**config.mk**
```make
export PLATFORM = sky130hd
export DESIGN_NAME = atan2_poly_approx_degrees
export DESIGN_NICKNAME = d
export VERILOG_FILES = /design/src/hw/rtl/a2p_pkg.sv /design/src/hw/rtl/atan2_poly_approx_degrees.sv /design/src/hw/rtl/a2p_div_cell.sv /design/src/hw/rtl/a2p_poly.sv
export SDC_FILE = /design/constraint.sdc
export NUM_CORES = 2
export LEC_CHECK = 0
export ABC_AREA = 1
export BUFFER_PORTS_ARGS = -buffer_cell sky130_fd_sc_hd__buf_2
export CELL_PAD_IN_SITES_DETAIL_PLACEMENT = 1
export CELL_PAD_IN_SITES_GLOBAL_PLACEMENT = 2
export CORE_ASPECT_RATIO = 0.7
export CORE_MARGIN = 2
export CORE_UTILIZATION = 46
export DETAILED_ROUTE_END_ITERATION = 12
export MAX_ROUTING_LAYER = met4
export PLACE_DENSITY = 0.86
export SKIP_LAST_GASP = 1
export SLEW_MARGIN = 25
export SYNTH_ARGS = -nofsm -noshare
export SYNTH_HDL_FRONTEND = slang
export SYNTH_SLANG_ARGS = --single-unit
```
**constraint.sdc**
```tcl
create_clock -name clock -period 118.7 [get_ports clock]
set_input_delay 23.74 -clock clock [delete_from_list [all_inputs] [get_ports clock]]
set_output_delay 23.74 -clock clock [all_outputs]
set_load 0.05 [all_outputs]
```
**src/hw/rtl/a2p_pkg.sv**
```systemverilog
package a2p_pkg;

   // Field widths and output scaling
   localparam int COORD_WIDTH     = 16;
   localparam int ANGLE_FRAC_BITS = 7;
   localparam int OUT_WIDTH       = 16;

   // Ratio format: signed fraction with R_FRAC fractional bits, +1.0 held exactly
   localparam int R_FRAC     = 15;
   localparam int QUO_W      = R_FRAC + 1;
   localparam int CELL_COUNT = QUO_W;
   localparam int R_W        = R_FRAC + 2;

   // Magnitudes of numerator and denominator reach 2^COORD_WIDTH
   localparam int MAG_W = COORD_WIDTH + 1;
   localparam int EXT_W = COORD_WIDTH + 2;

   // Polynomial coefficients in degrees, CUBE_FRAC fractional bits
   localparam int CUBE_FRAC = 20;
   localparam int CUBE_W    = 24;
   localparam int LIN_CW    = 26;
   localparam logic [CUBE_W-1:0] COEF_CUBE = 24'd11793504;
   localparam logic [LIN_CW-1:0] COEF_LIN  = 26'd58979534;

   localparam int SQ_W    = 2 * R_FRAC + 1;
   localparam int CPROD_W = CUBE_W + SQ_W;
   localparam int INNER_W = CUBE_W;
   localparam int LIN_W   = LIN_CW + 1;
   localparam int PROD_W  = LIN_W + R_W;

   // Final sum: base angle plus correction, SUM_FRAC fractional bits
   localparam int SUM_FRAC = CUBE_FRAC + R_FRAC;
   localparam int BASE_W   = 8;
   localparam int TOTAL_W  = SUM_FRAC + BASE_W + 3;
   localparam int SHIFT    = SUM_FRAC - ANGLE_FRAC_BITS;
   localparam logic [BASE_W-1:0] BASE_LO = 8'd45;
   localparam logic [BASE_W-1:0] BASE_HI = 8'd135;

   // Item traveling down the divider chain
   typedef struct packed {
      logic             valid;
      logic [MAG_W-1:0] den;
      logic [MAG_W-1:0] rem;
      logic [QUO_W-1:0] quo;
      logic             num_neg;
      logic             base_hi;
      logic             y_neg;
      logic             zero;
   } a2p_tok_type;

   // Item leaving the polynomial stages
   typedef struct packed {
      logic                     valid;
      logic                     base_hi;
      logic                     y_neg;
      logic signed [PROD_W-1:0] prod;
   } a2p_prod_type;

endpackage

```
**src/hw/rtl/atan2_poly_approx_degrees.sv**
```systemverilog
// Four-quadrant angle of (x, y) in 1/128 degree, by the octant-ratio cubic
// approximation of atan2; x = y = 0 gives +90 degrees. The block takes one
// item per clock unless stalled and passes it through one input
// stage, a chain of 16 divider cells that each resolve one quotient bit of
// the ratio, three multiply stages and the output register. While a result
// waits under rsp_stall the whole pipeline holds and req_stall is raised;
// otherwise a new item may enter in every cycle.
module atan2_poly_approx_degrees
   import a2p_pkg::*;
(
   input  logic                        clock,
   input  logic                        reset,
   input  logic                        req_valid,
   output logic                        req_stall,
   input  logic signed [COORD_WIDTH-1:0] req_coord_x,
   input  logic signed [COORD_WIDTH-1:0] req_coord_y,
   output logic                        rsp_valid,
   input  logic                        rsp_stall,
   output logic signed [OUT_WIDTH-1:0] rsp_angle_deg
);

   logic adv;

   // Front end: octant ratio operands
   logic signed [EXT_W-1:0] x_ext;
   logic signed [EXT_W-1:0] y_ext;
   logic signed [EXT_W-1:0] ay;
   logic signed [EXT_W-1:0] num;
   logic signed [EXT_W-1:0] den;
   logic signed [EXT_W-1:0] mag;
   a2p_tok_type             front_in;
   a2p_tok_type             front_ff;

   a2p_tok_type  tok [0:CELL_COUNT];
   a2p_prod_type prod;

   // Back end: base plus correction, rounded
   logic signed [TOTAL_W-1:0]   total;
   logic signed [TOTAL_W-1:0]   shifted;
   logic [OUT_WIDTH-1:0]        ang_lo;
   logic [BASE_W-1:0]           base;
   logic                        rsp_valid_ff;
   logic signed [OUT_WIDTH-1:0] rsp_angle_ff;
   logic signed [OUT_WIDTH-1:0] angle_in;

   // Hold everything while the output item is stalled
   assign adv       = !rsp_valid_ff || !rsp_stall;
   assign req_stall = !adv;

   always_comb begin
      x_ext = EXT_W'(req_coord_x);
      y_ext = EXT_W'(req_coord_y);
      ay    = y_ext[EXT_W-1] ? -y_ext : y_ext;
      if (x_ext[EXT_W-1]) begin
         num = x_ext + ay;
         den = ay - x_ext;
      end else begin
         num = x_ext - ay;
         den = x_ext + ay;
      end
      mag = num[EXT_W-1] ? -num : num;
      front_in.valid   = req_valid;
      front_in.den     = den[MAG_W-1:0];
      front_in.rem     = mag[MAG_W-1:0];
      front_in.quo     = '0;
      front_in.num_neg = num[EXT_W-1];
      front_in.base_hi = x_ext[EXT_W-1];
      front_in.y_neg   = y_ext[EXT_W-1];
      front_in.zero    = (den == '0);
   end

   always_ff @(posedge clock) begin
      if (reset) begin
         front_ff.valid <= 1'b0;
      end else if (adv) begin
         front_ff <= front_in;
      end
   end

   assign tok[0] = front_ff;

   // Divider chain, one quotient bit per cell
   for (genvar i = 0; i < CELL_COUNT; i++) begin : g_cell
      a2p_div_cell u_cell (
         .clock   (clock),
         .reset   (reset),
         .adv     (adv),
         .tok_in  (tok[i]),
         .tok_out (tok[i+1])
      );
   end

   a2p_poly u_poly (
      .clock    (clock),
      .reset    (reset),
      .adv      (adv),
      .tok_in   (tok[CELL_COUNT]),
      .prod_out (prod)
   );

   // Add base angle, round to nearest, negate for lower half plane
   always_comb begin
      base    = prod.base_hi ? BASE_HI : BASE_LO;
      total   = $signed({3'b000, base, {SUM_FRAC{1'b0}}}) + TOTAL_W'(prod.prod)
                + $signed(TOTAL_W'(1) <<< (SHIFT - 1));
      shifted = total >>> SHIFT;
      ang_lo  = shifted[OUT_WIDTH-1:0];
      angle_in = prod.y_neg ? -$signed(ang_lo) : $signed(ang_lo);
   end

   always_ff @(posedge clock) begin
      if (reset) begin
         rsp_valid_ff <= 1'b0;
      end else if (adv) begin
         rsp_valid_ff <= prod.valid;
         rsp_angle_ff <= angle_in;
      end
   end

   assign rsp_valid     = rsp_valid_ff;
   assign rsp_angle_deg = rsp_angle_ff;

   // An accepted item lands in the input stage
   assert property (@(posedge clock) disable iff (reset)
      (req_valid && !req_stall) |=> front_ff.valid)
      else $error("accepted item lost at input stage");

   // A stalled output freezes the input side
   assert property (@(posedge clock) disable iff (reset)
      (rsp_valid_ff && rsp_stall) |-> req_stall)
      else $error("input taken while output stalled");

   // No result leaves the cycle after reset
   assert property (@(posedge clock)
      reset |=> !rsp_valid_ff)
      else $error("result valid after reset");

endmodule

```
**src/hw/rtl/a2p_div_cell.sv**
```systemverilog
module a2p_div_cell
   import a2p_pkg::*;
(
   input  logic        clock,
   input  logic        reset,
   input  logic        adv,
   input  a2p_tok_type tok_in,
   output a2p_tok_type tok_out
);

   a2p_tok_type      tok_ff;
   a2p_tok_type      tok_in_c;
   logic             ge;
   logic [MAG_W-1:0] diff;
   logic [MAG_W-1:0] rem_n;

   // Compare, subtract, shift: one quotient bit per cell
   always_comb begin
      ge    = (tok_in.rem >= tok_in.den);
      diff  = tok_in.rem - tok_in.den;
      rem_n = ge ? diff : tok_in.rem;
      tok_in_c     = tok_in;
      tok_in_c.rem = {rem_n[MAG_W-2:0], 1'b0};
      tok_in_c.quo = {tok_in.quo[QUO_W-2:0], ge};
   end

   // Advance the item with the rest of the pipeline
   always_ff @(posedge clock) begin
      if (reset) begin
         tok_ff.valid <= 1'b0;
      end else if (adv) begin
         tok_ff <= tok_in_c;
      end
   end

   assign tok_out = tok_ff;

   // Partial remainder stays below twice the divisor
   assert property (@(posedge clock) disable iff (reset)
      (tok_ff.valid && !tok_ff.zero) |-> ({1'b0, tok_ff.rem} < {tok_ff.den, 1'b0}))
      else $error("divider cell remainder out of range");

   // Zero divisor only comes with a zero remainder
   assert property (@(posedge clock) disable iff (reset)
      (tok_ff.valid && tok_ff.zero) |-> (tok_ff.rem == '0 && tok_ff.den == '0))
      else $error("zero case carries nonzero data");

   // A held stage keeps its valid bit
   assert property (@(posedge clock) disable iff (reset)
      !adv |=> $stable(tok_ff.valid))
      else $error("divider cell moved while held");

endmodule

```
**src/hw/rtl/a2p_poly.sv**
```systemverilog
module a2p_poly
   import a2p_pkg::*;
(
   input  logic         clock,
   input  logic         reset,
   input  logic         adv,
   input  a2p_tok_type  tok_in,
   output a2p_prod_type prod_out
);

   // Stage 0: ratio magnitude and its square
   logic              s0_valid_ff;
   logic              s0_r_neg_ff;
   logic [QUO_W-1:0]  s0_r_mag_ff;
   logic [SQ_W-1:0]   s0_sq_ff;
   logic              s0_base_hi_ff;
   logic              s0_y_neg_ff;
   logic [QUO_W-1:0]  r_mag_in;
   logic [2*QUO_W-1:0] sq_full;

   // Stage 1: cubic term less linear coefficient
   logic                    s1_valid_ff;
   logic signed [LIN_W-1:0] s1_lin_ff;
   logic signed [R_W-1:0]   s1_r_ff;
   logic                    s1_base_hi_ff;
   logic                    s1_y_neg_ff;
   logic [CPROD_W-1:0]      cube;
   logic [INNER_W-1:0]      inner;
   logic signed [LIN_W-1:0] lin_in;
   logic signed [R_W-1:0]   r_in;

   // Stage 2: times the ratio
   a2p_prod_type prod_ff;
   logic signed [PROD_W-1:0] prod_in;

   // Both coordinates zero: ratio is -1.0
   always_comb begin
      r_mag_in = tok_in.zero ? QUO_W'(1 << R_FRAC) : tok_in.quo;
      sq_full  = r_mag_in * r_mag_in;
   end

   always_ff @(posedge clock) begin
      if (reset) begin
         s0_valid_ff <= 1'b0;
      end else if (adv) begin
         s0_valid_ff   <= tok_in.valid;
         s0_r_neg_ff   <= tok_in.zero | tok_in.num_neg;
         s0_r_mag_ff   <= r_mag_in;
         s0_sq_ff      <= sq_full[SQ_W-1:0];
         s0_base_hi_ff <= tok_in.base_hi;
         s0_y_neg_ff   <= tok_in.y_neg;
      end
   end

   // Truncate the cubic term, then subtract the linear coefficient
   always_comb begin
      cube   = CPROD_W'(COEF_CUBE) * CPROD_W'(s0_sq_ff);
      inner  = cube[2*R_FRAC +: INNER_W];
      lin_in = $signed(LIN_W'(inner)) - $signed(LIN_W'(COEF_LIN));
      r_in   = s0_r_neg_ff ? -$signed(R_W'(s0_r_mag_ff)) : $signed(R_W'(s0_r_mag_ff));
   end

   always_ff @(posedge clock) begin
      if (reset) begin
         s1_valid_ff <= 1'b0;
      end else if (adv) begin
         s1_valid_ff   <= s0_valid_ff;
         s1_lin_ff     <= lin_in;
         s1_r_ff       <= r_in;
         s1_base_hi_ff <= s0_base_hi_ff;
         s1_y_neg_ff   <= s0_y_neg_ff;
      end
   end

   assign prod_in = PROD_W'(s1_lin_ff) * PROD_W'(s1_r_ff);

   always_ff @(posedge clock) begin
      if (reset) begin
         prod_ff.valid <= 1'b0;
      end else if (adv) begin
         prod_ff.valid   <= s1_valid_ff;
         prod_ff.base_hi <= s1_base_hi_ff;
         prod_ff.y_neg   <= s1_y_neg_ff;
         prod_ff.prod    <= prod_in;
      end
   end

   assign prod_out = prod_ff;

endmodule
```
==> flow_metrics.tcl <==
set metrics [dict create \
    status "finished, final reports clean" \
    path_class "primary input to output port" \
    ys.flop_type "edfxtp_1" \
    cp.arrival_ps 25310 \
    skew_ps 72.95 \
    coreArea_um2 173800 \
    drv_slew 0 \
    clkTransAtPathRegs_ps 60 \
    die_area_um2 178200 \
    grt_setup_unrepaired "no" \
    cts_sinks 880 \
    worstPathMaxFanout 23 \
    synth_seq_area_share 0.3260 \
    synth_largest_type_area_fraction 0.3208 \
    antenna_found_initial 3 \
    drc_errors 0 \
    slowest_stage "inv_1" \
    hold_viol_final 0 \
    synthToLayoutAreaGrowth_pct 7.568 \
    grt_pass1_vias 63370 \
    cp-start-kind "primary input" \
    crit_end "req_stall" \
    overflow 0 \
    cts_made_buffers 93 \
    setup_viol 0 \
    fmax_ghz 0.02039 \
    netlist_instances 8718 \
    crit_path_max_incr_delay_ps 720 \
    cts_root_buffer "clkbuf_16" \
    avgSynthCellArea_um2 9.224 \
    avgViaCountPerCell 5.171 \
    grt_pass1_wl_mm 351.2 \
    die_w_um 503.7 \
    ys_async_sr_fraction 0 \
    firstDrtPassIters 5 \
    path_common_cell "buf_2" \
    rows 128 \
    track_usage 0.2557 \
    startpoint "rsp_stall" \
    synth.distinct_cells 58 \
    r2r-start "g_cell[15].u_cell.tok_out[6]" \
    finish.instance_area_um2 86500 \
    yosysWarnings 0 \
    fp.dieH_um 353.8 \
    hold_class "flip-flop to flip-flop" \
    ctsResizeCount 0 \
    path_cells "buf_2 -> nand2_1 -> inv_1 -> buf_2" \
    port_buffers 53 \
    nNetsFinal 10350 \
    start_util 0.4628 \
    period_needed_ps 49050 \
    ys_ff_latch 880 \
    reg2reg_depth 24 \
    gp_congestion 0.9141 \
    drv_cap 0 \
    synth.area.top_cells "edfxtp_1, fa_1, ha_1" \
    antenna_left 0 \
    hpwl_mm 174.8 \
    tightestPinTransition_ps 1190 \
    drive_above_1_share 0.03739 \
    setup_tns_ps 0 \
    num_vias 57600 \
    hold_depth 0 \
    wire_per_inst_um 19.39 \
    synth-edff-count 859 \
    hold_slack_ps 377.3 \
    synth_top_area_cell "edfxtp_1" \
    insertedDiodeCount 0 \
    drtIter0Drc 3421 \
    cp-end-kind "output port" \
    grt_max_degree 197 \
    cts_hold_buffers 0 \
    post-cts-setup-buffers 0 \
    clockBufferDepth 3 \
    netlist_area_um2 80420 \
    routed_wl_mm 216.0 \
    r2r_setup_slack_ps 110950 \
    worst_ep_required_time_ps 94960 \
    r2r-end "u_poly.s0_sq_ff[27]" \
    htreeDepth 3 \
    relSlewSlack 0.2005 \
    io-pin-count 54 \
    placed_cell_area_um2 83160 \
    cts_tree "built" \
    period_share 0.4132 \
    clkLatencyLatePin_ps 760 \
]
## layout make-up
cell class,instances,area (µm²)
Fill cell,19930,87260
Multi-Input combinational cell,5686,46080
Sequential cell,880,26220
Inverter,1974,7410
Tap cell,2340,2928
Clock buffer,106,2376
Clock inverter,67,913.4
Timing Repair Buffer,86,581.8
## Yosys cell counts, types with 7 or more instances
cell,count
nor2_2,11
xnor2_1,135
a21oi_1,424
o221ai_1,8
nor4_1,37
o21a_1,13
nand2_2,15
dfxtp_1,21
a21boi_0,20
nand2_1,1780
fa_1,850
inv_1,1962
nor3_1,35
a221oi_1,12
buf_4,8
nand4_1,62
nand3_1,225
or2_2,35
nand3b_1,7
inv_2,7
a21o_1,36
xor2_1,214
edfxtp_1,859
nor2_1,487
o211ai_1,13
o21ai_1,18
o21bai_1,16
ha_1,738
buf_2,21
clkbuf_1,146
a31oi_1,44
o21ai_0,385
## cells in the final DEF, fill, tap and decap left out, types with 214 or more instances in the layout
| cell type | synthesis | routed |
|---|---|---|
| inv_1 | 1962 | 1962 |
| nor2_1 | 487 | 486 |
| nand3_1 | 225 | 221 |
| fa_1 | 850 | 850 |
| edfxtp_1 | 859 | 859 |
| ha_1 | 738 | 738 |
| a21oi_1 | 424 | 424 |
| nand2_1 | 1780 | 1780 |
| xor2_1 | 214 | 214 |
| o21ai_0 | 385 | 384 |
## through the flow
| step | setup slack [ps] | utilization | std cells |
|---|---|---|---|
| after detailed placement | 69620 | 0.4786 | 10960 |
| after global routing | 69450 | 0.4978 | 11140 |
| final | 69650 | 0.4978 | 11140 |
| after floorplan | 56550 | - | 8722 |
| after global placement | 69670 | 0.4785 | 10960 |
| after CTS | 69620 | 0.4975 | 11140 |
## cell families after synthesis
group	synth area share
AOI/OAI and AO/OA	0.07006
xor gates and xnor gates	0.03841
adders and majority gates	0.3264
buffers and inverters	0.1015
DFF	0.3260
other	0.00009339
and+or+nand+nor	0.1375
## flip-flops by register name, summed over array words and instances, names as in the netlist, 15 cells and up
signal	cells
u_poly.s0_r_mag_ff	15
rsp_angle_deg	16
g_cell.u_cell.tok_out	711
u_poly.s0_sq_ff	30
u_poly.prod_out	20
u_poly.s1_r_ff	17
front_ff	38
u_poly.s1_lin_ff	25
## how the worst min path moves through the flow
stage,startpoint,endpoint,slack (ps)
floorplan,front_ff[0],g_cell[0].u_cell.tok_out[0],400
global placement,g_cell[10].u_cell.tok_out[0],g_cell[11].u_cell.tok_out[0],400
detailed placement,g_cell[13].u_cell.tok_out[4],g_cell[14].u_cell.tok_out[5],410
CTS,g_cell[7].u_cell.tok_out[11],g_cell[8].u_cell.tok_out[12],370
global route,g_cell[12].u_cell.tok_out[9],g_cell[13].u_cell.tok_out[10],380
finish,g_cell[7].u_cell.tok_out[11],g_cell[8].u_cell.tok_out[12],380
## worst max-delay path: cells and delay by family
kind | cells | cell delay, ps
and+or+nand+nor | 1 | 380
buffers and inverters | 3 | 1180
## layer usage
layer,up-vias,track usage,wire [µm]
met1,29000,0.3691,107100
met5,-,-,0
met2,1025,0.3969,96340
met3,158,0.03096,9912
met4,0,0.03464,2593
li1,27430,-,-
Power is not shown: default switching activity piles up to over one toggle a cycle in this logic, so the estimate is an artifact.
